<file path="src/design/assert_macros.svh">
// ----------------------------------------------------------------------------
// Assertion macros
// Shared concurrent assertion forms, clocked on clock and disabled in reset.
// ----------------------------------------------------------------------------
`ifndef ASSERT_MACROS_SVH
`define ASSERT_MACROS_SVH

// same-cycle implication
`define KM_ASSERT_IMP(name, a, b) \
   name: assert property (@(posedge clock) disable iff (reset) (a) |-> (b)) \
      else $error("assertion failed");

// next-cycle implication
`define KM_ASSERT_NEXT(name, a, b) \
   name: assert property (@(posedge clock) disable iff (reset) (a) |=> (b)) \
      else $error("assertion failed");

`endif

</file>
<file path="src/design/km_div.sv">
// ----------------------------------------------------------------------------
// k-means divider
// Restoring signed-by-unsigned divider, one quotient bit per cycle, truncating.
// ----------------------------------------------------------------------------
module km_div #(
   parameter int SW  = 42,
   parameter int NW  = 11
) (
   input  logic                 clock,
   input  logic                 reset,
   input  logic                 start,
   input  logic signed [SW-1:0] dividend,
   input  logic [NW-1:0]        divisor,
   output logic                 done,
   output logic [31:0]          quotient
);
   localparam int IW = $clog2(SW + 1);

   logic          run_ff, run_in, done_ff, done_in, neg_ff, neg_in;
   logic [IW-1:0] cnt_ff, cnt_in;
   logic [SW-1:0] num_ff, num_in;
   logic [NW-1:0] rem_ff, rem_in, div_ff, div_in;
   logic [NW:0]   trial;
   logic          ge;

   always_comb begin
      run_in  = run_ff;
      done_in = 1'b0;
      neg_in  = neg_ff;
      cnt_in  = cnt_ff;
      num_in  = num_ff;
      rem_in  = rem_ff;
      div_in  = div_ff;
      trial   = {rem_ff, num_ff[SW-1]};
      ge      = trial >= {1'b0, div_ff};
      if (start) begin
         run_in = 1'b1;
         neg_in = dividend[SW-1];
         num_in = dividend[SW-1] ? SW'(-dividend) : SW'(dividend);
         rem_in = '0;
         div_in = divisor;
         cnt_in = IW'(SW);
      end else if (run_ff) begin
         rem_in = ge ? NW'(trial - {1'b0, div_ff}) : trial[NW-1:0];
         num_in = {num_ff[SW-2:0], ge};
         cnt_in = cnt_ff - 1'b1;
         if (cnt_ff == IW'(1)) begin
            run_in  = 1'b0;
            done_in = 1'b1;
         end
      end
   end

   always_ff @(posedge clock) begin
      if (reset) begin
         run_ff  <= 1'b0;
         done_ff <= 1'b0;
      end else begin
         run_ff  <= run_in;
         done_ff <= done_in;
      end
      neg_ff <= neg_in;
      cnt_ff <= cnt_in;
      num_ff <= num_in;
      rem_ff <= rem_in;
      div_ff <= div_in;
   end

   assign done     = done_ff;
   assign quotient = neg_ff ? 32'(-num_ff[31:0]) : num_ff[31:0];

endmodule

</file>
<file path="config.mk">
export PLATFORM = sky130hd
export DESIGN_NAME = km_div
export DESIGN_NICKNAME = d
export VERILOG_FILES = /design/src/design/assert_macros.svh /design/src/design/km_div.sv
export SDC_FILE = /design/constraint.sdc
export NUM_CORES = 1
export LEC_CHECK = 0
export BUFFER_PORTS_ARGS = -buffer_cell sky130_fd_sc_hd__buf_2
export CORE_MARGIN = 2
export CORE_UTILIZATION = 57
export DETAILED_ROUTE_END_ITERATION = 8
export MAX_ROUTING_LAYER = met4
export PLACE_DENSITY = 0.91
export SLEW_MARGIN = 5
export SYNTH_ARGS = -nofsm -noshare
export SYNTH_HDL_FRONTEND = slang
export SYNTH_SLANG_ARGS = --single-unit
</file>
<file path="constraint.sdc">
create_clock -name clock -period 3.14 [get_ports clock]
set_input_delay 0.314 -clock clock [delete_from_list [all_inputs] [get_ports clock]]
set_output_delay 0.314 -clock clock [all_outputs]
set_load 0.02 [all_outputs]
</file>
# After elaboration in Yosys (flattened, before gate mapping)
# Cells that the tools add are included.
[totals]
reg_bits = 73
output_inout_bits = 33
wordCells = 25
[op_classes]
addsub = 4
order_cmp = 1
n_eq_ne = 1
n_mux = 9
bitwise_logic = 1
reduce_logical = 2
[op_table]
columns = ["cell", "n"]
rows = [
  ["42-bit 2-to-1 mux", 3],
  ["42-bit negation", 1],
  ["32-bit 2-to-1 mux", 1],
  ["32-bit negation", 1],
  ["12-bit by 11-bit greater-or-equal comparator with 1-bit output", 1],
  ["11-bit 2-to-1 mux", 1],
  ["11-bit subtractor", 1],
  ["6-bit by 1-bit == test with 1-bit output (second input constant)", 1],
  ["6-bit by 1-bit subtractor with 6-bit output (second input constant)", 1],
  ["1-bit 2-to-1 mux", 4],
  ["3-bit OR reduction", 1],
  ["2-bit nonzero test", 1],
  ["1-bit inverter", 1],
]

# Logic depth before layout (Yosys ltp)
[depth]
word_depth = 4
mapped_depth = 10
mapped_depth_nobuf = 9

# Worst setup path before layout
# OpenSTA, ideal clock, no wires.
[synth_timing]
path_kind = "register -> output"
start = "register num_ff[13]"
end = "output quotient[27]"
arrival_ps = 2136
t_required_ps = 2826
path_slack_ps = 690
stages_incl_launch_ff = 7
path_buffers = 0
path_cell_list = "edfxtp_1 > or4_4 > nand2b_1 > nor3_2 > nand3_1 > o41ai_1 > xnor2_1"
[synth_via]
elab_chain_cells = 2
[synth_rtl]
columns = ["item", "line_no", "source"]
rows = [
  ["start: declaration", "km_div.sv:21", "logic [SW-1:0] num_ff, num_in;"],
  ["start signal: assignment", "km_div.sv:64", "num_ff <= num_in;"],
  ["32-bit negation", "km_div.sv:70", "assign quotient = neg_ff ? 32'(-num_ff[31:0]) : num_ff[31:0];"],
  ["32-bit 2-to-1 mux", "km_div.sv:70", ""],
  ["end: declaration", "km_div.sv:15", "output logic [31:0] quotient"],
]
# No other way between the ends.

# Worst setup path in the final report
[layout_timing]
start = "register num_ff[13]"
end = "output quotient[30]"
# Same word-level chain as after synthesis.

==> out/qor.csv <==
metric;value;unit
CTS HTree Levels;3;
drt pass-1 iters;4;
main combinational cell family by area after synthesis;simple AND/OR/NAND/NOR gates;
complex-gate fraction of the synthesized area;0.1775;
most area-consuming cells after synthesis;edfxtp_1 (32%), dfxtp_1 (7.6%), xnor2_1 (6.8%);
most frequent cell after synthesis;nor2_1;
CTS root buf;clkbuf_8;
Final HPWL DP;8520;um
Initial Utilization;0.5827;
Final GP Congestion;0.8740;
shortest period the worst path allows;3.073;ns
f_max;0.3254;GHz
Area Growth Syn to Fin;13.87;%
CP Cell Sequence;or4_4 > nand2b_1 > nor3_4 > nand3_1 > o21ai_0 > xnor2_1 > buf_2;
sw frac;0.3365;
Placed Cells;722;
crit path launch;num_ff[13];
DRT iter0 DRCs;336;
CP max FO;4;
Worst Max-Slew Pin Slew;1.007;ns
Mapped Avg Cell Area;9.166;um^2
wire per inst;16.04;um
final setup fails;0;
Tcrit/Tclk final;0.9788;
CTS tree;yes;
Clock transition at path regs;0.08;ns
Cells after Synth;549;
Lkg Pwr;0.002228;uW
Comb pwr share;0.277;
WHS;0.1144;ns
CORE AREA;0.008636;mm^2
Simple-Gate Fraction of Synth Area;0.1842;
Clock Power Share;0.276;
WS Path Type;reg2out;
largest net degree at the start of global routing;65;
Die W;97.96;um
postcts setup bufs;0;
largest buffer count on any clock path;2;
warnings from Yosys;0;
# rows;34;
multiplexer share of the synthesized area;0.01815;
Clock Latency Late Sink;0.36;ns
die area;0.009596;mm^2
fill count;677;
Synth Area in XOR/XNOR;0.1340;
Adder-Cell Fraction of Synth Area;0.04127;
HP Class;in2reg;
num ports;89;
initial antenna violation count;0;
Worst IR Drop VDD;0.2918;mV
switching power;942.9;uW
Slew Limit Fails;0;
CTS Buf Count;9;
chip height;97.96;um
RSZ-0062 raised after global routing;yes;
nets;697;
Worst setup SP type;flop;
Critical Path Max Stage Delay;0.60;ns
clk_skew;0.005820;ns
sequential fraction of the synthesis area;0.3978;
post-route ant nets;0;
WP data arrival;2.76;ns
Rel. slew slack;0.3287;
PwrDens;489.0;mW/mm^2
reg2reg start;num_ff[41];
CP endpoint kind;output pin;
status;complete, no violations;
CP max-delay cell;or4_4;
Synth cell types;51;
via count;4410;
gr ovfl total;0;
Post-Syn Nets;621;
port bufs;88;
footprint of the multi-input gates;0.002823;mm^2
Top FF cell, synth;edfxtp_1;
vias in the first global route;4195;
Post-synth EDFFs;54;
Residual DRC;0;
final hold vios;0;
fin cells;738;
Reg area;0.002002;mm^2
FFs w/ async S/R, synth;0;
share of post-route cells with drive strength above 1;0.2048;
Netlist Area Pre-Place;0.005032;mm^2
share of the synthesized area in the top cell type;0.3222;
area leader, netlist;edfxtp_1;
sequential share of power;0.447;
Power Internal;1859;uW
drt total wl;11840;um
gr usage total;0.2562;
Max Cap Viol;0;
flops & latches, synth;73;
DR vias/cell;5.976;
WP data required;2.83;ns
min-delay src;reset;
CTS sink count;73;
global-route wire length before repair;19550;um
n_diodes;0;
commonest cells in the netlist;nor2_1 (65), edfxtp_1 (54), a21oi_1 (48);
## cell usage in the layout (no fill, tap or decap), types with 9 or more instances in the layout
master and count:
clkbuf_8 10, dfxtp_1 19, a21oi_1 48, ha_1 15
inv_1 22, nand3_1 10, nand2b_1 15, xor2_1 38
o31ai_1 22, buf_2 87, nor2_1 65, a211oi_1 9
nor3_1 11, edfxtp_1 54, nand2_1 36, xnor2_1 39
o21ai_0 34
## worst paths after layout
path	end	slack, ns	depth (start not counted)
max	quotient[30]	0.07	7
min	run_ff	0.11	2
max reg2reg	rem_ff[0]	0.33	9
min reg2reg	rem_ff[10]	0.52	2
## cells by family (layout without fill, tap and decap cells)
| kind of cell | count (synthesis) | count (layout) |
|---|---|---|
| AOI/OAI and AO/OA | 142 | 142 |
| xor gates and xnor gates | 77 | 77 |
| adders and majority gates | 16 | 16 |
| buffers and inverters | 49 | 130 |
| DFF | 73 | 73 |
| muxes | 9 | 9 |
| and+or+nand+nor | 183 | 183 |
## repair_timing
action,CTS,global route
resized for setup,2,3
setup endpoints to repair,3,8
hold buffers,0,0
cloned,0,0
pin swaps,0,1
## flip-flops by register name, summed over array words and instances, names as in the netlist
name,count
run_ff,1
done,1
num_ff,42
div_ff,11
cnt_ff,6
neg_ff,1
rem_ff,11
## through the flow
stage	power, uW	TNS [ns]	cell area (um^2)	util	worst slack, ns
floorplan	1795	0	5032	-	0.6899
global placement	1992	0	5499	0.6368	0.5300
detailed placement	2030	0	5499	0.6368	0.3376
CTS	2794	0	5715	0.6618	0.006599
global route	2937	-0.07942	5731	0.6636	-0.03281
finish	2802	0	5731	0.6636	0.06651
## worst max-delay path, delay by kind of cell (launching register included)
family,cells,cell delay (ns)
compound gates,1,0.31
xor+xnor,1,0.15
buf+inv,1,0.18
flops,1,0.47
simple gates,4,1.29
## metal layers
metal | vias to the layer above | wire length, um | track usage | part of all wire
li1 | 2137 | - | - | -
met1 | 2075 | 4907 | 0.3281 | 0.41
met2 | 175 | 5836 | 0.4146 | 0.49
met3 | 23 | 816 | 0.03579 | 0.069
met4 | 0 | 275 | 0.09829 | 0.023
met5 | - | 0 | - | 0
## power by group through the flow
stage	sequential, uW	combinational (uW)	clock (uW)
after detailed placement	1270	764	0
after global placement	1260	734	0
final	1250	776	775
after floorplan	1230	563	0
after global routing	1260	853	821
after CTS	1250	773	775
## layout make-up
type                       count  share of cell area
multi-input combinational    427              0.4926
sequential                    73              0.3493
timing repair buffer          92             0.08472
clock buffer                  10             0.02402
tap                          108             0.02358
inverter                      22             0.01441
clock inverter                 6             0.01135
No activity file was read; power rests on OpenSTA's default activity.
