**config.mk**
```make
export PLATFORM = sky130hd
export DESIGN_NAME = km_dist
export DESIGN_NICKNAME = d
export VERILOG_FILES = /design/src/design/assert_macros.svh /design/src/design/km_pkg.sv /design/src/design/km_dist.sv
export SDC_FILE = /design/constraint.sdc
export NUM_CORES = 2
export LEC_CHECK = 0
export CAP_MARGIN = 5
export CELL_PAD_IN_SITES_DETAIL_PLACEMENT = 0
export CELL_PAD_IN_SITES_GLOBAL_PLACEMENT = 1
export CORE_AREA = 2 2 274 276
export CTS_CLUSTER_SIZE = 14
export DETAILED_ROUTE_END_ITERATION = 16
export DIE_AREA = 0 0 276 278
export DONT_BUFFER_PORTS = 1
export PLACE_DENSITY_LB_ADDON = 0.1
export SLEW_MARGIN = 0
export SYNTH_ARGS = -nofsm -noshare
export SYNTH_HDL_FRONTEND = slang
export SYNTH_SLANG_ARGS = --single-unit
```
**constraint.sdc**
```tcl
create_clock -name clock -period 18.54 [get_ports clock]
set_clock_uncertainty 0.15 [all_clocks]
set_input_delay 0.927 -clock clock [delete_from_list [all_inputs] [get_ports clock]]
set_output_delay 0.927 -clock clock [all_outputs]
set_load 0.01 [all_outputs]
```
**src/design/assert_macros.svh**
```systemverilog
// ----------------------------------------------------------------------------
// Assertion macros
// Shared concurrent assertion forms, clocked on clock and disabled in reset.
// ----------------------------------------------------------------------------
`ifndef ASSERT_MACROS_SVH
`define ASSERT_MACROS_SVH

// same-cycle implication
`define KM_ASSERT_IMP(name, a, b) \
   name: assert property (@(posedge clock) disable iff (reset) (a) |-> (b)) \
      else $error("assertion failed");

// next-cycle implication
`define KM_ASSERT_NEXT(name, a, b) \
   name: assert property (@(posedge clock) disable iff (reset) (a) |=> (b)) \
      else $error("assertion failed");

`endif

```
**src/design/km_pkg.sv**
```systemverilog
// ----------------------------------------------------------------------------
// k-means package
// Shared constants, codes and types of the k-means clustering unit.
// ----------------------------------------------------------------------------
package km_pkg;

   localparam int MAX_POINTS_DEF   = 1024;
   localparam int MAX_CLUSTERS_DEF = 8;
   localparam int MAX_DIMS_DEF     = 8;

   localparam logic [1:0] ACT_POINT    = 2'd0;
   localparam logic [1:0] ACT_CENTROID = 2'd1;
   localparam logic [1:0] ACT_RUN      = 2'd2;

   localparam logic [1:0] REG_CLUSTERS   = 2'd0;
   localparam logic [1:0] REG_DIMS       = 2'd1;
   localparam logic [1:0] REG_POINTS     = 2'd2;
   localparam logic [1:0] REG_ITERATIONS = 2'd3;

   localparam logic [3:0]  CLUSTERS_RST   = 4'd2;
   localparam logic [3:0]  DIMS_RST       = 4'd2;
   localparam logic [10:0] POINTS_RST     = 11'd1;
   localparam logic [9:0]  ITERATIONS_RST = 10'd300;

   typedef struct packed {
      logic valid;
      logic first;
      logic last;
   } dist_ctl_type;

endpackage

```
**src/design/km_dist.sv**
```systemverilog
// ----------------------------------------------------------------------------
// k-means distance unit
// Pipelined squared-difference accumulator, one coordinate pair per cycle.
// ----------------------------------------------------------------------------
module km_dist #(
   parameter  int MAX_CLUSTERS = km_pkg::MAX_CLUSTERS_DEF,
   parameter  int MAX_DIMS     = km_pkg::MAX_DIMS_DEF,
   localparam int CIW          = (MAX_CLUSTERS > 1) ? $clog2(MAX_CLUSTERS) : 1,
   localparam int AW           = 65 + $clog2(MAX_DIMS)
) (
   input  logic                       clock,
   input  logic                       reset,
   input  km_pkg::dist_ctl_type       in_ctl,
   input  logic [CIW-1:0]             in_tag,
   input  logic signed [31:0]         point_coord,
   input  logic signed [31:0]         centroid_coord,
   output logic                       out_valid,
   output logic [CIW-1:0]             out_tag,
   output logic [AW-1:0]              out_dist,
   output logic                       active
);
   km_pkg::dist_ctl_type a_ctl_ff, a_ctl_in, b_ctl_ff, b_ctl_in;
   logic [CIW-1:0]       a_tag_ff, b_tag_ff, out_tag_ff;
   logic [32:0]          mag_ff, mag_in;
   logic signed [32:0]   diff;
   logic [63:0]          prod;
   logic [64:0]          sq_ff, sq_in;
   logic [AW-1:0]        acc_ff, acc_in;
   logic                 out_v_ff, out_v_in;

   always_comb begin
      diff     = $signed({point_coord[31], point_coord})
               - $signed({centroid_coord[31], centroid_coord});
      mag_in   = diff[32] ? 33'(-diff) : 33'(diff);
      a_ctl_in = in_ctl;
      prod     = mag_ff[31:0] * mag_ff[31:0];
      sq_in    = mag_ff[32] ? {1'b1, 64'd0} : {1'b0, prod};
      b_ctl_in = a_ctl_ff;
      acc_in   = (b_ctl_ff.first ? '0 : acc_ff) + AW'(sq_ff);
      out_v_in = b_ctl_ff.valid && b_ctl_ff.last;
   end

   always_ff @(posedge clock) begin
      if (reset) begin
         a_ctl_ff <= '0;
         b_ctl_ff <= '0;
         out_v_ff <= 1'b0;
      end else begin
         a_ctl_ff <= a_ctl_in;
         b_ctl_ff <= b_ctl_in;
         out_v_ff <= out_v_in;
      end
      mag_ff   <= mag_in;
      a_tag_ff <= in_tag;
      sq_ff    <= sq_in;
      b_tag_ff <= a_tag_ff;
      if (b_ctl_ff.valid) begin
         acc_ff     <= acc_in;
         out_tag_ff <= b_tag_ff;
      end
   end

   assign out_valid = out_v_ff;
   assign out_tag   = out_tag_ff;
   assign out_dist  = acc_ff;
   assign active    = a_ctl_ff.valid || b_ctl_ff.valid || out_v_ff;

endmodule

```
==> Yosys cells after proc, flatten, opt, wreduce, memory -nomap -nowiden <==
Cells that the tools add are included.
{ "totals": {"elab_cells": 25, "regBits": 182, "in_bits": 72, "output_inout_bits": 73} }
{ "classes": {"multipliers": 1, "addsub": 3, "mux": 3, "reduce_logical": 3} }
{ "ops": {"columns": ["cell", "n"], "rows": [
  ["$add A68 B65 Y68", 1],
  ["$mux W68", 1],
  ["$mux W65", 1],
  ["$mul A32 B32 Y64", 1],
  ["$neg A33 Y33", 1],
  ["$sub A32 B32 Y33", 1],
  ["$mux W32", 1],
  ["$logic_or A1 B1 Y1", 2],
  ["$logic_and A1 B1 Y1", 1]
]} }

==> Depth between registers and ports, before layout <==
{ "depth": {"word_depth": 3, "ltp_mapped": 30, "mapped_depth_nobuf": 28} }

==> Least setup slack after synthesis <==
Ideal clock, no wire load.
{ "synth_timing": {"path_kind": "reg-to-reg", "startpoint": "reg mag_ff[27]", "endpoint": "reg sq_ff[60]", "period_less_slack_ps": 7802, "arrival_ps": 7531, "stages_incl_launch_ff": 28, "setup_slack_ps": 10738, "setup_ps": 121, "cell_sequence": "dfxtp_1 -> clkbuf_1 -> clkbuf_1 -> clkbuf_1 -> nand2_1 -> fa_1 -> fa_1 -> inv_1 -> fa_1 -> inv_1 -> fa_1 -> inv_1 -> fa_1 -> fa_1 -> fa_1 -> fa_1 -> ha_1 -> clkbuf_1 -> a21o_1 -> a21oi_1 -> or3b_1 -> o21ai_0 -> o211a_1 -> a21o_1 -> nand3_1 -> a31o_2 -> a31oi_1 -> mux2_2"} }
{ "synth_via": {"elab_chain_cells": 1} }
{ "synth_lines": {"columns": ["item", "line_no", "text"], "rows": [
  ["from (decl)", "km_dist.sv:24", "logic [32:0] mag_ff, mag_in;"],
  ["from (signal assigned)", "km_dist.sv:53", "mag_ff <= mag_in;"],
  ["$mul A32 B32 Y64", "km_dist.sv:36", "prod = mag_ff[31:0] * mag_ff[31:0];"],
  ["to (signal assigned)", "km_dist.sv:55", "sq_ff <= sq_in;"],
  ["to (decl)", "km_dist.sv:27", "logic [64:0] sq_ff, sq_in;"]
]} }
Every way passes these cells.
A chain may end at the register's enable or synchronous reset.

==> Worst setup path in the final report <==
{ "layout_timing": {"startpoint": "reg mag_ff[6]", "endpoint": "reg sq_ff[57]"} }
The elaborated chain is that of the path after synthesis.

==> flow_metrics.tcl <==
set metrics [dict create \
    drc 8 \
    crit_arrival_ns 8.88 \
    rr_startpoint "mag_ff[6]$_DFF_P_" \
    ant_nets 0 \
    cp_top_family "adder cells" \
    globalRouteOverflowTotal 0 \
    nets 5693 \
    place_hpwl_um 84470 \
    synth_flop_cell "dfxtp_1" \
    layout_commonest_cell "inv_1" \
    num_io_pins 145 \
    n_fill_cell 6644 \
    fp.dieArea_um2 76730 \
    worstMarginPinSlew_ns 0.9906 \
    cts_setup_buffers 0 \
    die_h_um 278 \
    synth_edf_count 71 \
    final_cell_mix "inv_1, fa_1, ha_1" \
    grt_max_degree 74 \
    cts_buffer_depth 2 \
    drt_iter0_drc 1796 \
    grt_pass1_wl_um 171700 \
    hold_end "b_tag_ff[1]$_DFF_P_" \
    async_flop_share_pct 0 \
    cts.sinks 181 \
    synth.avg_cell_area_um2 9.130 \
    synth_adder_area_share_pct 49.88 \
    htree_levels 4 \
    synthSimpleGateAreaFrac_pct 13.34 \
    place.gp.congestion 0.9076 \
    cts_made_buffers 17 \
    slew_headroom_pct 33.96 \
    cp-end-kind "register" \
    min_period_ns 8.653 \
    synth-compound-area-share_pct 10.63 \
    synth.ff_latch_count 181 \
    min_path_type "reg -> reg" \
    synthXorXnorAreaFrac_pct 4.323 \
    diodes 0 \
    vias 29590 \
    hp-start "a_tag_ff[1]$_DFF_P_" \
    fin_util_pct 58.28 \
    ff2ff_path_depth 23 \
    start_kind "register" \
    synth.distinct_cells 97 \
    area_growth_pct 3.094 \
    fmax_ghz 0.1156 \
    critPathBufInv 3 \
    rows 100 \
    ys_warn_count 0 \
    rr_endpoint "sq_ff[57]$_SDFF_PP0_" \
    clk_latency_ns 0.49 \
    fin_tns_setup_ns 0 \
    synth_area_um2 41730 \
    placed_area_um2 42460 \
    violations "design-rule violations" \
    grtUsageTotal_pct 28.76 \
    path_cells "inv_1 > nor2_1 > fa_1 > fa_1 > fa_1 > inv_1 > fa_1 > inv_1 > fa_1 > fa_1 > fa_1 > fa_1 > ha_1 > a21o_1 > a21o_1 > a21o_1 > o2bb2ai_1 > a31oi_1 > nand2_1 > a31oi_2 > o211ai_1 > a41oi_1 > mux2_1" \
    crit_top_cell "fa_1" \
    die_w_um 276 \
    antenna_found_initial 2 \
    rsz0062_at_grt "no" \
    cts_resized 0 \
    wl_per_cell_um 19.58 \
    cts_hold_buf 0 \
    drive_above_1_share_pct 3.104 \
    synth_area_leaders "fa_1, ha_1, inv_1" \
    final_area_um2 43030 \
    cap_violations 0 \
    synth_top_area_share_pct 38.04 \
    slew_viol_final 0 \
    start_util_pct 56.53 \
    drt-pass1-iter-count 13 \
    outcome "finished, violations left" \
    drt_wl_total_um 106000 \
    io_buffer_count 0 \
    period_share_pct 46.67 \
    r2r_slack_ns 9.89 \
    clk_pin_slew_ns 0.08 \
    finalHoldViolCount 0 \
    clock-root-buffer "clkbuf_16" \
    slowest_stage "dfxtp_2" \
    critPathRequiredTime_ns 18.76 \
    syn_inst 4571 \
    yosys.area.top_type "fa_1" \
    path_class "reg -> reg" \
    holdPathStages 0 \
    vias_per_cell 5.464 \
    grt_pass1_vias 31440 \
    crit_path_max_fanout 30 \
    coreArea_um2 73820 \
    cts_tree "yes" \
    ys_seq_area_share_pct 10.39 \
    synth_top_family_by_area "adder cells" \
    syn_nets 5831 \
    yosys-mux-area-fraction_pct 0.2099 \
    slowest_delay_ns 0.92 \
    setup_viol 0 \
]
## per-stage QoR
step | setup WS (ns) | std cells | hold slack (ns)
2_1_floorplan | 10.74 | 4571 | 0.1596
3_3_place_gp | 9.911 | 5383 | 0.1596
3_5_place_dp | 9.913 | 5383 | 0.1668
4_1_cts | 9.910 | 5415 | 0.1854
5_1_grt | 9.552 | 5415 | 0.1862
6_report | 9.887 | 5415 | 0.1821
## synthesized netlist by cell type, types with 11 or more instances
cell type,n
a31o_2,11
nor2_1,186
buf_2,15
or3_1,11
o21bai_1,38
o211ai_1,12
xnor2_1,127
nand4_1,34
a41oi_1,14
a21o_1,130
nor2b_1,103
inv_1,1060
nand2_1,357
o21ai_0,88
nor3_1,33
dfxtp_1,110
ha_1,395
a21oi_1,163
and2_1,243
nand2b_1,16
o21a_1,21
or2_2,11
a211oi_1,16
a31oi_1,42
xor2_1,79
fa_1,793
edfxtp_1,71
nand3_1,44
clkbuf_1,163
and3_1,21
## flip-flops by register name, indices dropped and copies added, names as in the netlist
register	cells
a_ctl_ff	3
a_tag_ff	3
b_ctl_ff	3
b_tag_ff	3
mag_ff	33
out_dist	68
out_tag	3
out_valid	1
sq_ff	64
## per-layer routing
metal / wire length (um) / global-route usage [%] / part of all wire, % / vias to the layer above
met5: 0 / 0 / 0 / -
met4: 2711 / 7.538 / 2.6 / 0
met3: 8087 / 6.607 / 7.6 / 141
met2: 47020 / 45.15 / 44 / 897
met1: 48200 / 40.38 / 45 / 14620
li1: - / - / - / 13930
## how the worst max path moves through the flow
stage                       start              endpoint  slack (ns)  depth (start not counted)
3_5_place_dp    mag_ff[6]$_DFF_P_  sq_ff[57]$_SDFF_PP0_        9.91                         23
6_report        mag_ff[6]$_DFF_P_  sq_ff[57]$_SDFF_PP0_        9.89                         23
5_1_grt         mag_ff[6]$_DFF_P_  sq_ff[57]$_SDFF_PP0_        9.55                         23
4_1_cts         mag_ff[6]$_DFF_P_  sq_ff[57]$_SDFF_PP0_        9.91                         23
2_1_floorplan  mag_ff[27]$_DFF_P_  sq_ff[60]$_SDFF_PP0_       10.74                         27
3_3_place_gp    mag_ff[6]$_DFF_P_  sq_ff[57]$_SDFF_PP0_        9.91                         23
## worst reg2reg max path, cell delays in order, from the launching register on
cell	delay [ns]
dfxtp_2	0.92
inv_1	0.34
nor2_1	0.33
fa_1	0.49
fa_1	0.49
fa_1	0.52
inv_1	0.05
fa_1	0.47
inv_1	0.05
fa_1	0.48
fa_1	0.57
fa_1	0.43
fa_1	0.47
ha_1	0.39
a21o_1	0.19
a21o_1	0.18
a21o_1	0.22
o2bb2ai_1	0.14
a31oi_1	0.23
nand2_1	0.19
a31oi_2	0.41
o211ai_1	0.19
a41oi_1	0.31
mux2_1	0.36
## final cells by class
cell class	count	area [um^2]	area share [%]
Timing Repair Buffer	26	195.2	0.4537
Inverter	1060	3979	9.248
Clock inverter	15	137.6	0.3199
Tap cell	969	1212	2.818
Multi-Input combinational cell	3147	32720	76.05
Sequential cell	181	4355	10.12
Clock buffer	17	425.4	0.9887
## logic make-up (layout without fill, tap and decap cells)
| logic type | after synthesis | in the layout |
|---|---|---|
| AND/OR/NAND/NOR | 1104 | 1104 |
| AO/OA/AOI/OAI | 641 | 641 |
| multiplexers | 8 | 8 |
| XOR/XNOR | 206 | 206 |
| adder cells (fa/ha/maj) | 1188 | 1188 |
| flip-flops | 181 | 181 |
| buffers and inverters | 1243 | 1118 |
Power is not shown: default switching activity piles up to over one toggle a cycle in this logic, so the estimate is an artifact.
